File: src/rtl/mcp_pkg.sv
`default_nettype none
package mcp_pkg;
  localparam int MAX_POINTS = 512;
  localparam int COORD_BITS = 16;
  localparam int PW = $clog2(MAX_POINTS);
  localparam int IW = $clog2(MAX_POINTS) + 1;
  localparam int CB = COORD_BITS;

  typedef struct packed {
    logic signed [CB-1:0] y;
    logic signed [CB-1:0] x;
  } point_t;

  typedef struct packed {
    logic start;
    logic valid;
    logic dup;
  } cnt_ctrl_t;

  function automatic logic signed [CB-1:0] sext_coord(input logic [15:0] v);
    return $signed(v[CB-1:0]);
  endfunction
endpackage
`default_nettype wire

File: src/rtl/mcp_count.sv
`default_nettype none
module mcp_count import mcp_pkg::*; (
  input  wire logic            clk,
  input  wire logic            rst,
  input  wire cnt_ctrl_t       ctrl,
  input  wire point_t          anchor,
  input  wire logic signed [CB:0] dx,
  input  wire logic signed [CB:0] dy,
  input  wire point_t          pt,
  output logic [IW-1:0]        count
);
  logic                       v1, v2;
  logic                       eq1, eq2;
  logic signed [CB:0]         ex, ey;
  logic signed [2*CB+1:0]     p1, p2;

  always_ff @(posedge clk) begin
    if (rst || ctrl.start) begin
      v1    <= 1'b0;
      v2    <= 1'b0;
      count <= '0;
    end else begin
      v1 <= ctrl.valid;
      v2 <= v1;
      if (v2 && (ctrl.dup ? eq2 : (p1 == p2))) begin
        count <= count + 1'b1;
      end
    end
  end

  always_ff @(posedge clk) begin
    ex  <= {pt.x[CB-1], pt.x} - {anchor.x[CB-1], anchor.x};
    ey  <= {pt.y[CB-1], pt.y} - {anchor.y[CB-1], anchor.y};
    eq1 <= (pt.x == anchor.x) && (pt.y == anchor.y);
    p1  <= dx * ey;
    p2  <= dy * ex;
    eq2 <= eq1;
  end
endmodule
`default_nettype wire

File: config.mk
export PLATFORM = sky130hd
export DESIGN_NAME = mcp_count
export DESIGN_NICKNAME = d
export VERILOG_FILES = /design/src/rtl/mcp_pkg.sv /design/src/rtl/mcp_count.sv
export SDC_FILE = /design/constraint.sdc
export NUM_CORES = 2
export LEC_CHECK = 0
export ABC_AREA = 1
export BUFFER_PORTS_ARGS = -buffer_cell sky130_fd_sc_hd__buf_4
export CAP_MARGIN = 20
export CORE_MARGIN = 2
export CORE_UTILIZATION = 45
export DETAILED_ROUTE_END_ITERATION = 16
export PLACE_DENSITY = 0.66
export SLEW_MARGIN = 10
export SYNTH_ARGS = -nofsm -noshare
export SYNTH_HDL_FRONTEND = slang
export SYNTH_SLANG_ARGS = --single-unit
File: constraint.sdc
create_clock -name clk -period 6.8 [get_ports clk]
set_clock_uncertainty 0.05 [all_clocks]
set_input_delay 0.68 -clock clk [delete_from_list [all_inputs] [get_ports clk]]
set_output_delay 0.68 -clock clk [all_outputs]
set_load 0.01 [all_outputs]
Yosys cells after proc, flatten, opt, wreduce, memory -nomap -nowiden. Cells that the tools add are included.

Reductions and logical operators: 3. Muxes and demuxes: 1. Eq/ne operators: 3. $add $sub $neg: 3. Multipliers: 2.

Operator list (count): multiplier 17 x 17 -> 34 bit (2); equality test 34 bit (1); subtractor 16 x 16 -> 17 bit (2); equality test 16 bit (2); adder 10 x 1 -> 10 bit, second input constant (1); logical AND 1 bit (2); logical OR 1 bit (1); 2-to-1 mux 1 bit (1).

Input bits: 103. Flip-flop bits (word level): 116. Output and inout bits: 10.

Longest topological paths before layout.
Depth in word-level cells: 3. Mapped depth: 27. Mapped depth without buffers: 25.

Worst setup path before layout. Ideal clock, no wire load.

Path type: input-to-reg. Start: input port dy[16]. End: register p2[33]. Arrival time: 5.772 ns. Cell stages on the path: 23. Path slack: 0.866 ns. Library setup time: 0.112 ns. Path through: clkbuf_1 clkbuf_1 nand2_1 inv_1 fa_1 fa_1 inv_1 fa_1 inv_1 fa_1 inv_1 fa_1 fa_1 inv_1 ha_1 nand2_1 nor2_1 a211oi_1 nand3_1 a21oi_1 inv_1 nand2_1 nand2_1.

Longest elaborated chain between the ends: 1.

Ends and longest elaborated chain: from (decl) (line mcp_count.sv:8) `input wire logic signed [CB:0] dy,`; multiplier 17 x 17 -> 34 bit (line mcp_count.sv:36) `p2 <= dy * ex;`; to (signal assigned) (line mcp_count.sv:36); to (decl) (line mcp_count.sv:15) `logic signed [2*CB+1:0] p1, p2;`.

No other way between the ends. A chain may end at the register's enable or synchronous reset.

Worst setup path after layout.
Start: register ey[2]. End: register p1[25].

Longest elaborated chain between the ends: 1.

Ends and longest elaborated chain: from (decl) (line mcp_count.sv:14) `logic signed [CB:0] ex, ey;`; from (signal assigned) (line mcp_count.sv:33) `ey <= {pt.y[CB-1], pt.y} - {anchor.y[CB-1], anchor.y};`; multiplier 17 x 17 -> 34 bit (line mcp_count.sv:35) `p1 <= dx * ey;`; to (signal assigned) (line mcp_count.sv:35); to (decl) (line mcp_count.sv:15).

No other way between the ends.

==> results.toml <==
[placement]
gp_congestion = 0.9135
detailed_place_hpwl_mm = 54.75
placed_cells = 4310
io_buffer_count = 112

[yosys]
synth_compound_area_frac = 0.04551
synth_fa_ha_area_frac = 0.5172
yosysTopAreaCell = "fa_1"
ys_top_cells_by_area = "fa_1 (43%), inv_1 (15%), nand2_1 (11%)"
avgSynthCellArea_um2 = 7.927
synth_seq_cells = 116
ys.flop_type = "dfxtp_1"
synth_top_family_by_area = "adder cells"
netlist_instances = 3520
synth_edf_count = 0
synth_top_area_frac = 0.4262
yosysUniqueCellTypes = 45
ys_warn_count = 0
muxShareOfSynthArea = 0
ys_seq_area_frac = 0.08322
netlist_area_um2 = 27900
syn_nets = 4420
synth_simple_gate_area_share = 0.1507
async_reset_ff_frac = 0
synth-xor-area-share = 0.03892

[grt]
track_usage = 0.2142
grt_max_degree = 19
grt-ovfl-total = 0
antenna_found_initial = 0
grt_pass1_wl_mm = 111.0
first_global_vias = 22750

[floorplan]
initial_utilization = 0.4538
die_w_um = 253.0
core_area_um2 = 61480
dieArea_um2 = 64020
die_h_um = 253.0
row_count = 91
ios = 113

[worst_setup_path]
cp_max_fo = 17
worstRegToRegCells = 18
cp-start-kind = "flop"
cpMaxStageDelayCell = "fa_1"
r2r-start = "ey[2]"
worstSetupPathType = "reg -> reg"
worstPathCellList = "nand2_1 > inv_1 > fa_1 > fa_1 > fa_1 > fa_1 > fa_1 > inv_1 > fa_1 > inv_1 > ha_1 > nand2_1 > nor2_1 > inv_1 > nor2_1 > nand4_1 > nand3_1 > xor2_1"
crit_required_ps = 7100
crit_family = "adder cells"
r2r_end = "p1[25]"
critPathCaptureType = "flop"
crit_buf_inv = 4
r2r_slack_ps = 570
max_stage_delay_ps = 900
worstPathArrival_ps = 6530
critPathMostFrequentCell = "fa_1"

[sta]
setup_tns_ps = 0
min_period_ps = 6231
rsz0062_at_grt = "no"
tightest_slew_ps = 934.0
max-slew-margin-rel = 0.3726
report.final.slew_viol_count = 0
fmax_mhz = 160.5
period_share = 0.9163
setup_viol = 0
finalHoldViolCount = 0

[route]
route.met2.wl_mm = 30.01
first_pass_iters = 5
wire_per_inst_um = 14.35
vias = 20530
met3_length_mm = 2.338
highest-signal-layer = "met4"
vias_per_cell = 4.729
met1Wirelength_mm = 28.70
wirelength_mm = 62.31
drtIter0Drc = 1154
drc = 0
drtAntennaViolNets = 0

[flow_run]
max_cap_viol_count = 0

[worst_hold_path]
min_delay_path_depth = 0
hold_path_class = "reg -> reg"
worstHoldStart = "eq1"
min_to = "eq2"

[layout]
area_growth_pct = 7.461
instances_no_fill = 4342
final_util = 0.4877
diodes = 0
drive_gt1_frac = 0.05912
final_cell_mix = "inv_1 (1082), nand2_1 (788), fa_1 (594)"
final_common_cell = "inv_1"
nets = 4439

[outcome]
status = "complete, no violations"

[clock_network]
postCtsSetupBuffers = 0
cts_resized = 0
clk_latency_ps = 430
cts_buffers = 17
htreeDepth = 4
clkTransAtPathRegs_ps = 60
cts_buffer_depth = 2
tritoncts = "yes"
cts_root_buf = "clkbuf_16"
postCtsHoldBufs = 0
cts_sinks = 116
[worst reg2reg max path: stages, from the launching register on]
cell and delay [ps]:
dfxtp_1 740, nand2_1 220, inv_1 160, fa_1 550, fa_1 900, fa_1 530
fa_1 510, fa_1 490, inv_1 50, fa_1 480, inv_1 50, ha_1 340
nand2_1 100, nor2_1 140, inv_1 80, nor2_1 220, nand4_1 200, nand3_1 140
xor2_1 200
[final cells by class]
class / count / area, µm²
Fill cell: 6019 / 31500
Sequential cell: 116 / 2322
Clock buffer: 18 / 429.2
Multi-Input combinational cell: 2183 / 20990
Inverter: 1083 / 4065
Tap cell: 790 / 988.4
Clock inverter: 14 / 151.4
Timing Repair Buffer: 138 / 1036
[cells by family (layout without fill, tap and decap cells)]
group / Yosys count / count (layout)
buffers and inverters: 1221 / 1253
and+or+nand+nor: 1043 / 1043
AOI/OAI and AO/OA: 219 / 219
adders and majority gates: 797 / 797
DFF: 116 / 116
xor gates and xnor gates: 124 / 124
[cell usage after synthesis, drive strengths merged (2+ instances only)]
cell type	instances
nand3	69
clkbuf	135
o21bai	10
o21a	5
fa	594
a211oi	2
a21oi	113
xor2	75
inv	1083
nor2	117
a21boi	4
o31ai	3
a21o	16
nor3	19
a31oi	6
nor4	5
o22ai	2
ha	203
dfxtp	116
nand3b	2
or2	10
xnor2	49
buf	3
nand2	799
nand4	22
o21ai	53
[state kept, by name, indices dropped and copies added (netlist names), 10 cells and up]
signal  flops
count      10
ex         17
ey         17
p1         34
p2         34
[per-layer routing]
layer | up-vias | track usage
li1 | 10020 | -
met1 | 10000 | 0.2911
met2 | 420 | 0.3666
met3 | 94 | 0.02035
met4 | 0 | 0.05714
met5 | - | 0
[metrics by stage]
stage | setup slack (ps) | hold slack, ps | instance area [µm²]
floorplan | 866.1 | 259.6 | 27900
global placement | 434.3 | 346.3 | 29410
detailed placement | 412.7 | 359.0 | 29410
CTS | 595.4 | 367.6 | 29990
global route | 204.6 | 375.8 | 29990
finish | 569.4 | 354.1 | 29990
[how the worst max path moves through the flow]
| stage | end | slack, ps | cells past startpoint | from |
|---|---|---|---|---|
| 3_5_place_dp | p2[30] | 410 | 19 | dy[16] |
| 6_report | p1[25] | 570 | 18 | ey[2] |
| 4_1_cts | p2[30] | 600 | 18 | ex[3] |
| 5_1_grt | p1[33] | 200 | 19 | ey[2] |
| 3_3_place_gp | p2[30] | 430 | 17 | dy[16] |
| 2_1_floorplan | p2[33] | 870 | 23 | dy[16] |
Power is not shown: default switching activity piles up to over one toggle a cycle in this logic, so the estimate is an artifact.
